File: src/hdl/qmlu_isqrt.sv
`default_nettype none
module qmlu_isqrt #(
    parameter int IW = 60,
    parameter int SW = 1
) (
    input  wire logic              aclk,
    input  wire logic              aresetn,
    input  wire logic              en,
    input  wire logic              in_valid,
    input  wire logic [IW-1:0]     in_rad,
    input  wire logic [SW-1:0]     in_side,
    output logic                   out_valid,
    output logic [IW/2-1:0]        out_root,
    output logic [SW-1:0]          out_side
);
    localparam int RES = IW / 2;
    localparam int RMW = RES + 4;

    logic            v_reg    [RES];
    logic [IW-1:0]   n_reg    [RES];
    logic [RES-1:0]  root_reg [RES];
    logic [RMW-1:0]  rem_reg  [RES];
    logic [SW-1:0]   side_reg [RES];

    // one result bit per stage, restoring digit recurrence
    for (genvar k = 0; k < RES; k++) begin : g_stage
        localparam int B = RES - 1 - k;
        logic           p_v;
        logic [IW-1:0]  p_n;
        logic [RES-1:0] p_root;
        logic [RMW-1:0] p_rem;
        logic [SW-1:0]  p_side;
        logic [RMW-1:0] rem_sh, trial, rem_next;
        logic [RES-1:0] root_next;

        if (k == 0) begin : g_first
            assign p_v    = in_valid;
            assign p_n    = in_rad;
            assign p_root = '0;
            assign p_rem  = '0;
            assign p_side = in_side;
        end else begin : g_rest
            assign p_v    = v_reg[k-1];
            assign p_n    = n_reg[k-1];
            assign p_root = root_reg[k-1];
            assign p_rem  = rem_reg[k-1];
            assign p_side = side_reg[k-1];
        end

        always_comb begin
            rem_sh = {p_rem[RMW-3:0], p_n[2*B+1 -: 2]};
            trial  = RMW'({p_root, 2'b01});
            if (rem_sh >= trial) begin
                rem_next  = rem_sh - trial;
                root_next = {p_root[RES-2:0], 1'b1};
            end else begin
                rem_next  = rem_sh;
                root_next = {p_root[RES-2:0], 1'b0};
            end
        end

        always_ff @(posedge aclk) begin
            if (!aresetn) begin
                v_reg[k] <= 1'b0;
            end else if (en) begin
                v_reg[k] <= p_v;
            end
        end

        always_ff @(posedge aclk) begin
            if (en) begin
                n_reg[k]    <= p_n;
                root_reg[k] <= root_next;
                rem_reg[k]  <= rem_next;
                side_reg[k] <= p_side;
            end
        end
    end

    assign out_valid = v_reg[RES-1];
    assign out_root  = root_reg[RES-1];
    assign out_side  = side_reg[RES-1];

endmodule
`default_nettype wire

File: config.mk
export PLATFORM = sky130hd
export DESIGN_NAME = qmlu_isqrt
export DESIGN_NICKNAME = d
export VERILOG_FILES = /design/src/hdl/qmlu_isqrt.sv
export SDC_FILE = /design/constraint.sdc
export NUM_CORES = 2
export LEC_CHECK = 0
export BUFFER_PORTS_ARGS = -buffer_cell sky130_fd_sc_hd__buf_2
export CAP_MARGIN = 10
export CELL_PAD_IN_SITES_DETAIL_PLACEMENT = 1
export CELL_PAD_IN_SITES_GLOBAL_PLACEMENT = 1
export CORE_AREA = 2 2 434 436
export DETAILED_ROUTE_END_ITERATION = 8
export DIE_AREA = 0 0 436 438
export HOLD_SLACK_MARGIN = 0.02
export PLACE_DENSITY = 0.82
export SYNTH_ARGS = -nofsm -noshare
export SYNTH_HDL_FRONTEND = slang
export SYNTH_SLANG_ARGS = --single-unit
File: constraint.sdc
create_clock -name aclk -period 7 [get_ports aclk]
set_input_delay 0.7 -clock aclk [delete_from_list [all_inputs] [get_ports aclk]]
set_output_delay 0.7 -clock aclk [all_outputs]
set_load 0.02 [all_outputs]
; ---- Word-level counts from Yosys, hierarchy flattened
; Memories as Yosys holds them, arrays and structs flattened.
; Index checks and enable logic that the tools add are counted.
[totals]
register_bits = 0
ramBits = 3780
word_cells = 190
n_memories = 5
[mem_list]
columns = name, words, width, rd, rd_clocked_by_memory_dff, wr, line_no
row1 = n_reg, 30, 60, 29, 0, 30, 20  ; logic [IW-1:0] n_reg [RES];
row2 = rem_reg, 30, 34, 29, 0, 30, 22  ; logic [RMW-1:0] rem_reg [RES];
row3 = root_reg, 30, 30, 30, 0, 30, 21  ; logic [RES-1:0] root_reg [RES];
row4 = side_reg, 30, 1, 30, 0, 30, 23  ; logic [SW-1:0] side_reg [RES];
row5 = v_reg, 30, 1, 30, 0, 30, 19  ; logic v_reg [RES];
[classes]
addsub = 30
magnitude_cmp = 30
n_mux = 95
bitwise_logic = 30
[op_table]
columns = cell, n
row1 = two-way mux 34 bit, 30
row2 = greater-or-equal comparator 34 x 32 -> 1 bit, 29
row3 = subtractor 34 x 32 -> 34 bit, 29
row4 = two-way mux 1 bit, 65
row5 = bitwise OR 1 bit, 30
row6 = "subtractor 2 x 1 -> 3 bit, second input constant", 1
row7 = "greater-or-equal comparator 2 x 1 -> 1 bit, second input constant", 1

; ---- Depth between registers and ports, before layout
[depth]
word_depth = 4
mapped_depth = 15
ltp_nobuf = 12

; ---- Worst setup path after synthesis
; Ideal clock, no wire load.
[synth_path]
kind = flip-flop to flip-flop
from = memory rem_reg[2][112] (netlist name)
to = memory rem_reg[3][21] (netlist name) (data pin)
setup_time_ns = 0.262
arrival_time_ns = 2.994
required_time_ns = 6.738
slack_ns = 3.744
path_stages_with_launch = 12
synth_period_minus_slack_ns = 3.256
path_cell_list = edfxtp_1 -> ha_1 -> clkbuf_2 -> nand3_1 -> or4_1 -> or4_1 -> nand3_1 -> nor2_1 -> o311ai_2 -> nand4b_1 -> o41ai_1 -> nand2_1
[synth_lines]
columns = element, line_no
row1 = start: declaration, 22

==> results.toml <==
[clock_network]
clk_pin_slew_worst_paths_ns = 0.07
h-tree-depth = 4
clock_path_buffers = 3
cts_setup_buffers = 0
clockRootBuffer = "clkbuf_16"
cts_tree = "built"
clk_latency_ns = 0.89
cts_buffers = 228
cts.sinks = 2276

[timing]
maxSlewViolCount = 0
hold_ws_ns = 0.0524
max-slew-margin-rel_pct = 17.0
min_period_over_period_pct = 63.2
setup_viol = 0
worst-slew-pin-transition_ns = 1.24
hold_violations = 0
rsz0062_at_grt = "no"
fmax_mhz = 226
finalClockSkew_ns = 0.0299
period_minus_slack_ns = 4.42
finalSetupTns_ns = 0

[synth]
async_flop_share_pct = 0
ys_seq_area_share_pct = 64.7
synth_top_family_by_area = "simple AND/OR/NAND/NOR gates"
yosysWarningCount = 0
synthAdderAreaFrac_pct = 5.87
yosysMostFrequentCell = "edfxtp_1"
synthMuxAreaShare_pct = 1.00
syn_avg_cell_area_sq_um = 13.0
ys.flop_type = "edfxtp_1"
netlist_area_sq_um = 106000
ys_ff_latch = 2276
synth_xor_area_share_pct = 5.96
synth_top_area_share_pct = 64.6
synthTopCellsByArea = "edfxtp_1 (65%), ha_1 (5.9%), xor2_1 (3.0%)"
yosys.area.top_type = "edfxtp_1"
synth-edff-count = 2275
postSynthCellCount = 8139
ys_top_cells_by_count = "edfxtp_1 (2275), inv_1 (639), nor2_1 (561)"
yosys.area_share.simple_pct = 10.1
synth_compound_area_share_pct = 9.48
synth_cell_type_count = 95
syn_nets = 8700

[worst_setup_path]
crit_path_max_fanout = 27
r2r_slack_ns = 2.58
cp.required_ns = 7.61
crit_arrival_ns = 5.03
rr_endpoint = "rem_reg[6][81]$_DFFE_PP_"
crit_type = "reg -> reg"
cp_slowest_cell = "clkinv_1"
critPathMaxStageDelay_ns = 0.62
reg2reg_from = "rem_reg[6][37]$_DFFE_PP_"
worstRegToRegCells = 11
cpMostUsedCell = "a21oi_1"
critPathCaptureType = "flop"
cp-start-kind = "flop"
cp_cell_sequence = "ha_1, a21oi_1, nand2_1, o2111ai_1, a21oi_1, a211oi_1, nor2b_1, o21a_1, clkinv_1, buf_4, mux2_2"

[layout]
multiInputGateArea_sq_um = 34300
synthToLayoutAreaGrowth_pct = 11.1
nets = 8969
layout-drive-gt1-share_pct = 7.57
fill_cells = 18100
largest_reg_flops = 881
seqCellArea_sq_um = 68300

[global_routing]
antenna_found_initial = 2
grt_util_all_layers_pct = 27.2
grt_pass1_vias = 69600
grt_remaining_overflow = 0
grt_max_degree = 200
grt_pass1_wl_mm = 405

[min_path]
min-delay-path-class = "in -> reg"
hold_depth = 1
hold_start = "in_rad[48]"
whs_endpoint = "n_reg[0][48]$_DFFE_PP_"

[die]
ioPinCount = 97
initial_core_util_pct = 56.6
num_rows = 159
core_sq_um = 187000
die_w_um = 436
die-area_sq_um = 191000
die_y_um = 438

[routing]
routedWlPerCell_um = 23.5
antenna_left = 0
drc = 0
dr_total_vias = 65900
first_pass_iters = 5
initialDrtViolationCount = 5216
via_per_inst = 5.94
wl_mm = 261

[pwr]
ir_drop_mv = 0.221
p_per_area_nw_per_um2 = 327
p_leak_nw = 45.0

[flow_run]
max_cap_violations = 0

[status]
outcome = "finished, final reports clean"

[placement]
place_hpwl_mm = 185
port_buffers = 96
gp_congestion = 0.894
==> power breakdown <==
part | internal (mW) | leakage, nW | total [mW] | switching (mW)
Clock | 7.12 | 3.65 | 12.4 | 5.26
Combinational | 3.08 | 19.4 | 7.68 | 4.60
Sequential | 17.1 | 21.9 | 18.4 | 1.24
==> through the flow <==
step / cells / util [%] / instance area (sq um) / total power [mW] / worst slack, ns
after detailed placement: 10600 / 58.6 / 109000 / 26.1 / 2.66
after global routing: 11100 / 62.9 / 117000 / 40.1 / 2.24
after CTS: 11100 / 62.9 / 117000 / 38.6 / 2.56
final: 11100 / 62.9 / 117000 / 38.4 / 2.58
after floorplan: 8139 / - / 106000 / 23.4 / 3.74
after global placement: 10600 / 58.6 / 109000 / 25.7 / 2.94
==> layer usage <==
| layer | GRT usage [%] | routed length (um) | vias to the layer above |
|---|---|---|---|
| met3 | 3.27 | 10500 | 489 |
| met4 | 8.82 | 8210 | 4 |
| met2 | 47.8 | 133000 | 1489 |
| li1 | - | - | 30700 |
| met5 | 0 | 27 | - |
| met1 | 35.1 | 109000 | 33300 |
==> worst max-delay path by stage <==
stage,from,end,slack [ns],cells past startpoint
3_5_place_dp,rem_reg[6][37]$_DFFE_PP_,rem_reg[6][95]$_DFFE_PP_,2.66,11
6_report,rem_reg[6][37]$_DFFE_PP_,rem_reg[6][81]$_DFFE_PP_,2.58,11
3_3_place_gp,rem_reg[1][78]$_DFFE_PP_,rem_reg[1][115]$_DFFE_PP_,2.94,8
5_1_grt,root_reg[1][273]$_DFFE_PP_,rem_reg[6][81]$_DFFE_PP_,2.24,12
2_1_floorplan,rem_reg[2][112]$_DFFE_PP_,rem_reg[3][21]$_DFFE_PP_,3.74,11
4_1_cts,rem_reg[6][37]$_DFFE_PP_,rem_reg[6][81]$_DFFE_PP_,2.56,11
==> placed cells by master (no fill, tap or decap), drive strengths merged, types with 281 or more instances in the layout <==
cell type	instances
xnor2	352
edfxtp	2275
nor2	561
clkbuf	281
a21oi	502
ha	496
inv	649
xor2	367
nand2	494
o21ai	385
==> worst max-delay path, delay by kind of cell (launching register included) <==
kind / cells / cell delay [ns]
buffers and inverters: 2 / 1.10
AO/OA/AOI/OAI: 5 / 1.59
AND/OR/NAND/NOR: 2 / 0.41
adder cells (fa/ha/maj): 1 / 0.35
multiplexers: 1 / 0.31
flip-flops: 1 / 0.40
==> kinds of logic after synthesis <==
kind of cell,count (synthesis)
compound gates,1599
simple gates,2139
xor+xnor,719
buf+inv,813
other cells,1
flops,2276
fa+ha+maj,496
mux,96
==> area by class of cell <==
cell class	instances	area share, %
sequential	2276	58.2
clock inverter	139	1.33
multi-input combinational	5050	29.2
inverter	642	2.05
timing repair buffer	210	1.41
clock buffer	281	5.08
tap	2495	2.66
antenna	2	0.00426
==> repair_timing <==
| action | in CTS | in global routing |
|---|---|---|
| resized for setup | 0 | 0 |
| hold buffers | 57 | 0 |
| endpoints found under the hold margin | 57 | 0 |
Power figures use the tool's default switching activity.
